==> src/bbr_pkg.sv <==
// ----------------------------------------------------------------------------
// bbr_pkg: shared types and constants for the 3x3 RGB box blur
// Pixel, window-sum and line-store types, plus the reciprocal table used by
// the rounding divider.
// ----------------------------------------------------------------------------
package bbr_pkg;

  localparam int MaxWidth  = 1024;
  localparam int FwW       = 11;   // frame_width register
  localparam int ChanW     = 8;
  localparam int SumW      = 12;   // 9 * 255 fits
  localparam int CntW      = 4;    // neighbour count 1..9
  localparam int NumW      = SumW + 2;  // 2*sum + count
  localparam int RecipW    = 16;
  localparam int RecipSh   = 16;

  typedef struct packed {
    logic [ChanW-1:0] blue;
    logic [ChanW-1:0] green;
    logic [ChanW-1:0] red;
  } pixel_t;

  typedef struct packed {
    pixel_t older;
    pixel_t newer;
  } line_pair_t;

  typedef struct packed {
    logic [SumW-1:0] red;
    logic [SumW-1:0] green;
    logic [SumW-1:0] blue;
    logic [CntW-1:0] cnt;
  } sum_t;

  // which neighbours take part in one result
  typedef struct packed {
    logic centre_right;  // centre is the newest window column
    logic left_ok;
    logic right_ok;
    logic rows_full;     // top row of the window is in the frame
  } emit_t;

  // floor(2^16 / (2*cnt)); within one of the true quotient for our range
  function automatic logic [RecipW-1:0] recip(input logic [CntW-1:0] cnt);
    logic [RecipW-1:0] r;
    case (cnt)
      4'd1:    r = 16'd32768;
      4'd2:    r = 16'd16384;
      4'd3:    r = 16'd10922;
      4'd4:    r = 16'd8192;
      4'd5:    r = 16'd6553;
      4'd6:    r = 16'd5461;
      4'd7:    r = 16'd4681;
      4'd8:    r = 16'd4096;
      4'd9:    r = 16'd3640;
      default: r = 16'd32768;
    endcase
    return r;
  endfunction

endpackage

==> src/bbr_window.sv <==
// ----------------------------------------------------------------------------
// bbr_window: 3x3 window registers and neighbourhood sums
// Shifts in one column per item and adds up the in-frame cells around the
// selected centre, per channel, with their count.
// ----------------------------------------------------------------------------
module bbr_window (
  input  logic            clk_i,
  input  logic            rst_ni,
  input  logic            shift_i,
  input  bbr_pkg::pixel_t top_i,
  input  bbr_pkg::pixel_t mid_i,
  input  bbr_pkg::pixel_t bot_i,
  input  logic            bot_real_i,
  input  bbr_pkg::emit_t  emit_i,
  output bbr_pkg::sum_t   sum_o
);

  // win_q[row][col], row 0 top, col 2 newest
  bbr_pkg::pixel_t win_q [3][3];
  logic [2:0]      bv_q;   // bit (2-col): bottom cell came from a pixel item

  always_ff @(posedge clk_i or negedge rst_ni) begin
    if (!rst_ni) begin
      for (int r = 0; r < 3; r++) begin
        for (int j = 0; j < 3; j++) begin
          win_q[r][j] <= '0;
        end
      end
      bv_q <= '0;
    end else if (shift_i) begin
      for (int r = 0; r < 3; r++) begin
        win_q[r][0] <= win_q[r][1];
        win_q[r][1] <= win_q[r][2];
      end
      win_q[0][2] <= top_i;
      win_q[1][2] <= mid_i;
      win_q[2][2] <= bot_i;
      bv_q        <= {bv_q[1:0], bot_real_i};
    end
  end

  logic [2:0] col_en;
  logic [8:0] cell_en;

  always_comb begin
    if (emit_i.centre_right) begin
      col_en = {1'b1, emit_i.left_ok, 1'b0};
    end else begin
      col_en = {emit_i.right_ok, 1'b1, emit_i.left_ok};
    end
    for (int j = 0; j < 3; j++) begin
      cell_en[j]     = col_en[j] & emit_i.rows_full;
      cell_en[3 + j] = col_en[j];
      cell_en[6 + j] = col_en[j] & bv_q[2 - j];
    end
  end

  always_comb begin
    sum_o = '0;
    for (int r = 0; r < 3; r++) begin
      for (int j = 0; j < 3; j++) begin
        if (cell_en[r*3 + j]) begin
          sum_o.red   = sum_o.red   + bbr_pkg::SumW'(win_q[r][j].red);
          sum_o.green = sum_o.green + bbr_pkg::SumW'(win_q[r][j].green);
          sum_o.blue  = sum_o.blue  + bbr_pkg::SumW'(win_q[r][j].blue);
        end
      end
    end
    sum_o.cnt = bbr_pkg::CntW'($countones(cell_en));
  end

endmodule

==> config.mk <==
export PLATFORM = sky130hd
export DESIGN_NAME = bbr_window
export DESIGN_NICKNAME = d
export VERILOG_FILES = /design/src/bbr_pkg.sv /design/src/bbr_window.sv
export SDC_FILE = /design/constraint.sdc
export NUM_CORES = 1
export LEC_CHECK = 0
export BUFFER_PORTS_ARGS = -buffer_cell sky130_fd_sc_hd__buf_2
export CAP_MARGIN = 20
export CORE_AREA = 5 5 195 197
export DETAILED_ROUTE_END_ITERATION = 12
export DIE_AREA = 0 0 200 202
export GPL_TIMING_DRIVEN = 0
export PLACE_DENSITY = 0.81
export SLEW_MARGIN = 10
export SYNTH_ARGS = -nofsm -noshare
export SYNTH_HDL_FRONTEND = slang
export SYNTH_SLANG_ARGS = --single-unit
==> constraint.sdc <==
create_clock -name clk_i -period 48.1 [get_ports clk_i]
set_input_delay 9.62 -clock clk_i [delete_from_list [all_inputs] [get_ports clk_i]]
set_output_delay 9.62 -clock clk_i [all_outputs]
set_load 0.05 [all_outputs]
==> key figures <==
Run status
  • Status: complete, no violations

Power
  • Peak supply drop: roughly 0.00013 V
  • PwrDens: roughly 67 mW/mm^2
  • P_leak: 9.960 nW

Clock network
  • Setup bufs post-CTS: 0
  • Resized Gates After CTS: 0
  • Clk root buf: clkbuf_16
  • H-tree levels: 1
  • CTS tree: done
  • CTS Sinks: 219
  • CTS buffer count: 27
  • Count of hold-fix buffers inserted at cts: 0
  • Maximum root-to-sink buffer count: 3
  • CTS clk-pin slew, worst paths: around 0.060 ns
  • Clock latency on the worst-skew pair: 0.57 ns

Detailed routing
  • Post-DRT Antenna Nets: 0
  • Wire per inst: 19.81 um
  • WL final: ~55000 um
  • Vias: between 15000 and 20000
  • Drt via density: 6.048
  • Iter 0 DRT Violations: between 1000 and 1500
  • First-pass DRT Iterations: 5
  • DRC: 0

Floorplan
  • Row count: 70
  • Chip width: ~200 um
  • Io pins: 120
  • Die height: just over 200 um
  • Initial core utilization: between 50% and 60%
  • Core footprint: between 0.03 and 0.04 mm^2
  • Die ar.: 0.04040 mm^2

Critical path
  • CP max-delay cell: clkbuf_1
  • Largest stage delay, worst path: about 0.59 ns
  • Cell family with most CP delay: compound AO/OA/AOI/OAI gates
  • Crit end category: output port
  • Critical Path RT: a little under 40 ns
  • CP Launch Point: emit_i[3]
  • Worst R2R Start: win_q[90]
  • WP buf/inv: 13
  • Crit Path Class: in -> out
  • WP data arrival: 22.60 ns
  • Critical Path Source Type: input port
  • Worst-path maximum fanout: 10

Flow run
  • Number of max-cap violations: 0

Timing
  • Achievable Freq: between 30 and 40 MHz
  • Slew margin rel.: ~15%
  • Worst-Margin Slew: about 1.3 ns
  • Setup TNS: 0 ns
  • RSZ-0062 raised after global routing: no
  • Final Cycle Share: roughly two thirds
  • Final Critical Period: approximately 32 ns
  • Final setup violation count: 0
  • Slew Viols, Final: 0
  • Max Clock Skew: around 0.016 ns
  • Final Worst Setup Slack: around 16 ns
  • Final hold violation count: 0

Yosys
  • Cells after Synth: ~2100
  • Post-synth EDFFs: 0
  • Synth area leaders: dfrtp_1 28%, mux2_2 14%, ha_1 13%
  • Ys async rst share: 100.0%
  • Top_reg_cell synth: dfrtp_1
  • Unique cell type count in the Yosys netlist: just over 80
  • Synth Register Bits: ~220
  • Cell Area, Synth: approximately 0.019 mm^2
  • Mapped Avg Cell Area: a little over 9 um^2
  • Synth warn: 0
  • Area share of the largest cell type after synthesis: between 20% and 30%
  • Seq/Total Area, Yosys: about 28%
  • Synthesized net count: ~2400
  • Top cell type by total area after synthesis: dfrtp_1

Hold path
  • Hold Path Class: reg -> reg
  • Worst hold path startpoint: win_q[204]

Layout
  • Reg area: about 0.0055 mm^2
  • Area grow syn2layout: 11.23%
  • Layout cells sized above 1: 19.92%
  • Footprint of the multi-input gates: 0.01313 mm^2
  • Most frequent cells in the layout: 246 x mux2_2, 219 x dfrtp_1, 196 x ha_1
  • Final nets: 2582
  • Fill cell count: a little over 3000
  • Most common cell after layout, fill and taps aside: mux2_2

Global route
  • Total grt overflow: 0
  • First-pass GRT wire length: between 80000 and 90000 um
  • Initial antenna violation count: 0
  • Total GRT Usage: roughly a quarter
  • Largest net degree at the start of global routing: 106
  • Vias in the first global route: between 15000 and 20000

Place
  • PortBufs: roughly 120
  • Place WS: about 16 ns
  • GPL Wtd Cong: 0.9378
  • Placed wire-length estimate: ~43000 um
through the flow:
| stage | instance area [um^2] | util, % | hold WS, ns | total power (W) | std cells |
|---|---|---|---|---|---|
| after floorplan | 19480 | - | 0.4728 | 0.001013 | 2128 |
| after global placement | 20660 | 57.24 | 0.4893 | 0.001169 | 2714 |
| after detailed placement | 20720 | 57.42 | 0.4893 | 0.001211 | 2716 |
| after CTS | 21660 | 60.02 | 0.5069 | 0.001439 | 2766 |
| after global routing | 21660 | 60.04 | 0.5281 | 0.001558 | 2767 |
| final | 21670 | 60.05 | 0.5070 | 0.001445 | 2768 |
cell families after synthesis:
family	after synthesis	share of synthesized area, %
adders and majority gates	227	15.62
buffers and inverters	231	4.464
xor gates and xnor gates	132	6.513
and+or+nand+nor	490	11.88
DFF	219	28.13
AOI/OAI and AO/OA	572	18.61
muxes	257	14.79
registers in the layout, indices dropped and copies added (netlist names):
| name | count |
|---|---|
| win_q | 216 |
| bv_q | 3 |
path summary, 6_finish.rpt:
kind	slack, ns	endpoint	depth (start not counted)
max	15.88	sum_o[38]	58
min	0.51	win_q[204]	1
max reg2reg	47.23	win_q[114]	1
min reg2reg	0.51	win_q[204]	1
max in group asynchronous	37.90	win_q[150]	3
min in group asynchronous	8.94	win_q[14]	1
cell type report:
cell class | count | share of cell area [%]
Clock buffer | 35 | 3.442
Antenna cell | 1 | 0.01155
Clock inverter | 15 | 0.8893
Inverter | 154 | 2.668
Tap cell | 468 | 2.703
Buffer | 77 | 1.346
Timing Repair Buffer | 121 | 3.049
Sequential cell | 219 | 25.29
Multi-Input combinational cell | 1678 | 60.60
report_power, final:
| part | leakage (nW) | internal, W | switching (W) |
|---|---|---|---|
| Combinational | 6.93 | 0.000388 | 0.000607 |
| Sequential | 2.58 | 0.000211 | 0.0000243 |
| Clock | 0.452 | 0.000131 | 0.0000844 |
| Total | 9.96 | 0.000730 | 0.000715 |
synth_stat cells, drive strengths merged, types with 7 or more instances:
| master | number |
|---|---|
| and3 | 35 |
| nand3 | 25 |
| o21ai | 166 |
| nand2b | 32 |
| o21bai | 29 |
| mux2i | 11 |
| nand2 | 137 |
| a21bo | 7 |
| clkbuf | 71 |
| nor2 | 148 |
| a31oi | 10 |
| o31ai | 15 |
| inv | 152 |
| a21boi | 15 |
| nor3 | 26 |
| a21oi | 150 |
| fa | 28 |
| mux2 | 246 |
| o21a | 43 |
| xnor2 | 91 |
| ha | 196 |
| xor2 | 37 |
| o211ai | 8 |
| a211oi | 28 |
| and2 | 7 |
| a21o | 47 |
| nor4 | 9 |
| o31a | 7 |
| dfrtp | 219 |
| or2 | 9 |
| nor2b | 43 |
layer usage:
metal	wire [um]	vias up	GRT usage, %
met5	0	-	0
met3	3628	153	3.067
met4	2791	0	12.52
met1	22400	8030	34.23
met2	26030	663	44.55
li1	-	7895	-
Power figures use the tool's default switching activity.
