$ cat config.mk
export PLATFORM = sky130hd
export DESIGN_NAME = bbr_div
export DESIGN_NICKNAME = d
export VERILOG_FILES = /design/src/bbr_pkg.sv /design/src/bbr_div.sv
export SDC_FILE = /design/constraint.sdc
export NUM_CORES = 1
export LEC_CHECK = 0
export BUFFER_PORTS_ARGS = -buffer_cell sky130_fd_sc_hd__buf_2
export CAP_MARGIN = 30
export CORE_MARGIN = 2
export CORE_UTILIZATION = 70
export CTS_CLUSTER_SIZE = 20
export DETAILED_ROUTE_END_ITERATION = 10
export PLACE_DENSITY_LB_ADDON = 0.3
export REMOVE_ABC_BUFFERS = 1
export SLEW_MARGIN = 20
export SYNTH_ARGS = -nofsm -noshare
export SYNTH_HDL_FRONTEND = slang
export SYNTH_SLANG_ARGS = --single-unit
$ cat constraint.sdc
create_clock -name clk_i -period 10.35 [get_ports clk_i]
set_input_delay 0.5175 -clock clk_i [delete_from_list [all_inputs] [get_ports clk_i]]
set_output_delay 0.5175 -clock clk_i [all_outputs]
set_load 0.02 [all_outputs]
$ cat src/bbr_pkg.sv
// ----------------------------------------------------------------------------
// bbr_pkg: shared types and constants for the 3x3 RGB box blur
// Pixel, window-sum and line-store types, plus the reciprocal table used by
// the rounding divider.
// ----------------------------------------------------------------------------
package bbr_pkg;

  localparam int MaxWidth  = 1024;
  localparam int FwW       = 11;   // frame_width register
  localparam int ChanW     = 8;
  localparam int SumW      = 12;   // 9 * 255 fits
  localparam int CntW      = 4;    // neighbour count 1..9
  localparam int NumW      = SumW + 2;  // 2*sum + count
  localparam int RecipW    = 16;
  localparam int RecipSh   = 16;

  typedef struct packed {
    logic [ChanW-1:0] blue;
    logic [ChanW-1:0] green;
    logic [ChanW-1:0] red;
  } pixel_t;

  typedef struct packed {
    pixel_t older;
    pixel_t newer;
  } line_pair_t;

  typedef struct packed {
    logic [SumW-1:0] red;
    logic [SumW-1:0] green;
    logic [SumW-1:0] blue;
    logic [CntW-1:0] cnt;
  } sum_t;

  // which neighbours take part in one result
  typedef struct packed {
    logic centre_right;  // centre is the newest window column
    logic left_ok;
    logic right_ok;
    logic rows_full;     // top row of the window is in the frame
  } emit_t;

  // floor(2^16 / (2*cnt)); within one of the true quotient for our range
  function automatic logic [RecipW-1:0] recip(input logic [CntW-1:0] cnt);
    logic [RecipW-1:0] r;
    case (cnt)
      4'd1:    r = 16'd32768;
      4'd2:    r = 16'd16384;
      4'd3:    r = 16'd10922;
      4'd4:    r = 16'd8192;
      4'd5:    r = 16'd6553;
      4'd6:    r = 16'd5461;
      4'd7:    r = 16'd4681;
      4'd8:    r = 16'd4096;
      4'd9:    r = 16'd3640;
      default: r = 16'd32768;
    endcase
    return r;
  endfunction

endpackage

$ cat src/bbr_div.sv
// ----------------------------------------------------------------------------
// bbr_div: rounded mean per channel
// Computes (2*sum + cnt) / (2*cnt) in two registered stages: reciprocal
// multiply, then a single remainder check to correct the estimate.
// ----------------------------------------------------------------------------
module bbr_div (
  input  logic            clk_i,
  input  bbr_pkg::sum_t   sum_i,
  output bbr_pkg::pixel_t mean_o
);

  localparam int NumW  = bbr_pkg::NumW;
  localparam int ProdW = NumW + bbr_pkg::RecipW;
  localparam int DW    = bbr_pkg::CntW + 1;
  localparam int ChanW = bbr_pkg::ChanW;

  logic [NumW-1:0]  num   [3];
  logic [ProdW-1:0] prod  [3];
  logic [NumW-1:0]  num_q [3];
  logic [ChanW-1:0] q0_q  [3];
  logic [DW-1:0]    d_q;
  logic [ChanW-1:0] q_d   [3];
  logic [NumW-1:0]  rem   [3];
  bbr_pkg::pixel_t  mean_q;

  always_comb begin
    num[0] = {1'b0, sum_i.red,   1'b0} + NumW'(sum_i.cnt);
    num[1] = {1'b0, sum_i.green, 1'b0} + NumW'(sum_i.cnt);
    num[2] = {1'b0, sum_i.blue,  1'b0} + NumW'(sum_i.cnt);
    for (int i = 0; i < 3; i++) begin
      prod[i] = ProdW'(num[i]) * ProdW'(bbr_pkg::recip(sum_i.cnt));
    end
  end

  always_ff @(posedge clk_i) begin
    for (int i = 0; i < 3; i++) begin
      num_q[i] <= num[i];
      q0_q[i]  <= prod[i][bbr_pkg::RecipSh +: ChanW];
    end
    d_q <= {sum_i.cnt, 1'b0};
  end

  // estimate is exact or one short
  always_comb begin
    for (int i = 0; i < 3; i++) begin
      rem[i] = num_q[i] - NumW'(q0_q[i]) * NumW'(d_q);
      q_d[i] = (rem[i] >= NumW'(d_q)) ? q0_q[i] + ChanW'(1) : q0_q[i];
    end
  end

  always_ff @(posedge clk_i) begin
    mean_q.red   <= q_d[0];
    mean_q.green <= q_d[1];
    mean_q.blue  <= q_d[2];
  end

  assign mean_o = mean_q;

endmodule

==> run_results.csv <==
group,metric,value,unit
worst_setup_path,regToRegSetupSlack,4.23,ns
worst_setup_path,worstSetupStartpointType,"primary input",
timing,finalCritPeriodShare,79.5,%
layout,syn_to_final_growth,5.16,%
grt,antenna_found_initial,1,
worst_hold_path,min_path_type,"primary input to flip-flop",
routing,drt-total-wl,66900,microns
synthesis,synth-async-reset-ratio,0,%
timing,hold_violations,0,
synthesis,synth_edf_count,0,
worst_setup_path,r2r-start,"d_q[3]",
synthesis,synthSimpleGateAreaFrac,15.9,%
routing,drtPass1Iterations,6,
layout,drive_gt1_share,4.79,%
job,drv_cap,0,
layout,nets,3752,
clock_tree,cts_hold_buf,0,
synthesis,yosysTopAreaCellShare,39.7,%
clock_tree,cts_resized,0,
synthesis,ys_warn_count,0,
layout,fin_util,74.3,%
grt,overflow,0,
layout,diodes,0,
clock_tree,clock-root-buffer,"clkbuf_16",
routing,viasPerCell,5.96,
layout,multi_input_area,20500,sq um
clock_tree,htreeDepth,3,
synthesis,synth-seq-cells,91,
routing,wire_per_inst,19.8,microns
worst_setup_path,reg2reg_to,"mean_o[15]",
die,start_util,70.6,%
synthesis,syn_inst,2883,
synthesis,synthXorXnorAreaFrac,4.83,%
clock_tree,numCtsBuffers,9,
power_and_ir_drop,peakVddDrop,0.201,mV
worst_hold_path,hp-start,"sum_i[0]",
routing,ant_nets,0,
worst_setup_path,crit_required,10.60,ns
clock_tree,clock_latency,0.37,ns
grt,grtUsageTotal,38.4,%
grt,grt_pass1_vias,21325,
layout,fillers,2473,
clock_tree,post_cts_buffers,0,
die,die-area,37100,sq um
routing,first_iter_violations,1953,
routing,drc,0,
timing,max_freq,121,MHz
clock_tree,cts.path.max_buffers,2,
place,numPortBuffers,64,
grt,grt_pass1_wl,108000,microns
timing,fin_skew,0.0108,ns
synthesis,avgSynthCellArea,8.65,sq um
worst_setup_path,endpoint_kind,"flip-flop",
timing,worstMarginPinSlew,1.05,ns
worst_setup_path,crit_slowest_cell,"xor2_1",
synthesis,synth_mux_area_share,0.391,%
routing,vias,20169,
timing,finalSetupTns,0,ns
synthesis,syn_area,24900,sq um
worst_hold_path,hold_end,"d_q[1]",
timing,slew_headroom,29.8,%
die,die_w,193,microns
die,io_pins,65,
timing,rsz0062_at_grt,"false",
layout,regArea,1820,sq um
synthesis,synth_compound_area_share,6.28,%
worst_hold_path,min_path_cells,1,
power_and_ir_drop,power.leakage,13.7,nW
synthesis,ys_types,63,
clock_tree,tritoncts,"done",
die,core,35300,sq um
die,die_y,193,microns
worst_setup_path,cp.arrival,8.48,ns
timing,setup_viol,0,
synthesis,synth_seq_area_share,7.31,%
timing,period_minus_slack,8.23,ns
grt,grt_max_degree,29,
worst_setup_path,crit_type,"primary input to flip-flop",
status,outcome,"finished, final reports clean",
place,place_hpwl,54100,microns
synthesis,synth_top_cell_by_area,"fa_1",
worst_setup_path,slowest_delay,0.62,ns
worst_setup_path,worst_path_most_repeated_cell,"fa_1",
timing,final_max_slew_viol_count,0,
die,num_rows,69,
clock_tree,clk_pin_slew,0.08,ns
worst_setup_path,cp_max_fo,15,
power_and_ir_drop,pwr_density_cell,223,nW/um^2
synthesis,synthAdderAreaFrac,54.7,%
clock_tree,cts_sinks,91,
place,gp_congestion,0.993,
synthesis,synth_flop_cell,"dfxtp_1",
synthesis,synth_top_family_by_area,"adder cells",
synthesis,synth_area_leaders,"fa_1, ha_1, inv_1",
worst_setup_path,r2r_cells,23,
area by class of cell:
type                       count  area share (%)
multi-input combinational   2095            78.3
inverter                     611            8.75
sequential                    91            6.95
timing repair buffer         109            2.60
tap                          461            2.20
clock buffer                  11           0.888
clock inverter                 5           0.325
synthesized netlist by cell type, types with 7 or more instances:
library cell / n
nand4_1: 11
nor2b_1: 13
inv_1: 595
nand3_1: 21
a21oi_1: 63
and3_1: 23
nor3_1: 23
clkbuf_1: 78
a21o_1: 26
o21ai_0: 39
xnor2_1: 80
dfxtp_1: 91
nand2_1: 447
clkinv_1: 15
ha_1: 299
buf_1: 7
nor2_1: 277
fa_1: 495
nand2b_1: 15
a21boi_0: 11
a211oi_1: 9
o21a_1: 14
xor2_1: 48
and2_1: 77
o211ai_1: 8
cell families (layout without fill, tap and decap cells):
group                    after synthesis  after routing
AND/OR/NAND/NOR                      929            929
flip-flops                            91             91
adder cells (fa/ha/maj)              794            794
XOR/XNOR                             132            132
multiplexers                           9              9
AO/OA/AOI/OAI                        231            231
buffers and inverters                697            736
layout by cell type, fill, tap and decap left out, types with 4 or more instances in the layout:
master	netlist	final
dfxtp_1	91	91
xor2_1	48	47
and3_1	23	23
nor2b_1	13	13
clkinv_1	15	15
o211ai_1	8	8
a2111oi_0	4	4
xnor2_1	80	80
o211a_1	4	4
buf_4	0	41
a21oi_1	63	60
a211o_1	4	4
buf_2	0	64
nor3_1	23	21
a311oi_1	4	4
o21a_1	14	14
o2111ai_1	4	4
nand2_1	447	447
a211oi_1	9	9
o21ai_0	39	39
a21o_1	26	26
nor4_1	6	6
and4_1	5	5
o21bai_1	6	6
o31a_1	4	4
clkbuf_16	0	9
or3_1	4	4
ha_1	299	299
nand2b_1	15	15
nand4_1	11	11
fa_1	495	495
inv_1	595	595
nor2_1	277	277
nand3_1	21	21
o22ai_1	6	6
and2_1	77	77
a21boi_0	11	11
mux2i_1	6	6
metal layers:
layer	track usage (%)	share of wire [%]
met2	61.3	46
met4	19.9	5.8
met3	8.82	11
met5	0	0
met1	49.2	37
state kept, by name, summed over array words and instances (netlist names):
| signal | count |
|---|---|
| num_q | 39 |
| q0_q | 24 |
| mean_o | 24 |
| d_q | 4 |
worst max-delay path: cells and delay by family:
family / cells / cell delay [ns]
AND/OR/NAND/NOR: 5 / 0.84
adder cells (fa/ha/maj): 8 / 3.60
AO/OA/AOI/OAI: 5 / 1.33
buffers and inverters: 6 / 1.31
XOR/XNOR: 2 / 0.86
worst max-delay path by stage:
stage / cells after the start / endpoint / slack [ns] / start
finish: 26 / q0_q[0][7] / 2.12 / sum_i[2]
global route: 26 / q0_q[0][7] / 1.72 / sum_i[2]
CTS: 26 / q0_q[0][7] / 2.26 / sum_i[2]
detailed placement: 26 / q0_q[0][7] / 1.89 / sum_i[2]
global placement: 26 / q0_q[0][7] / 2.26 / sum_i[2]
floorplan: 23 / q0_q[0][7] / 2.87 / sum_i[2]
power by group:
group          leakage [nW]  switching [mW]  total [mW]  internal [mW]
combinational          12.8            2.81        4.84           2.02
sequential            0.766           0.151       0.629          0.478
clock                 0.150           0.169       0.383          0.214
metrics by stage:
stage	instance area [sq um]	instances	hold slack, ns	setup WS, ns	total power, mW
final	26200	3383	0.452	2.12	5.85
after detailed placement	25900	3364	0.518	1.89	5.32
after CTS	26200	3380	0.433	2.26	5.76
after global routing	26200	3383	0.445	1.72	6.48
after global placement	25800	3363	0.511	2.26	5.05
after floorplan	24600	2797	0.473	2.87	4.20
Note: power is estimated with default switching activity, not from simulation.
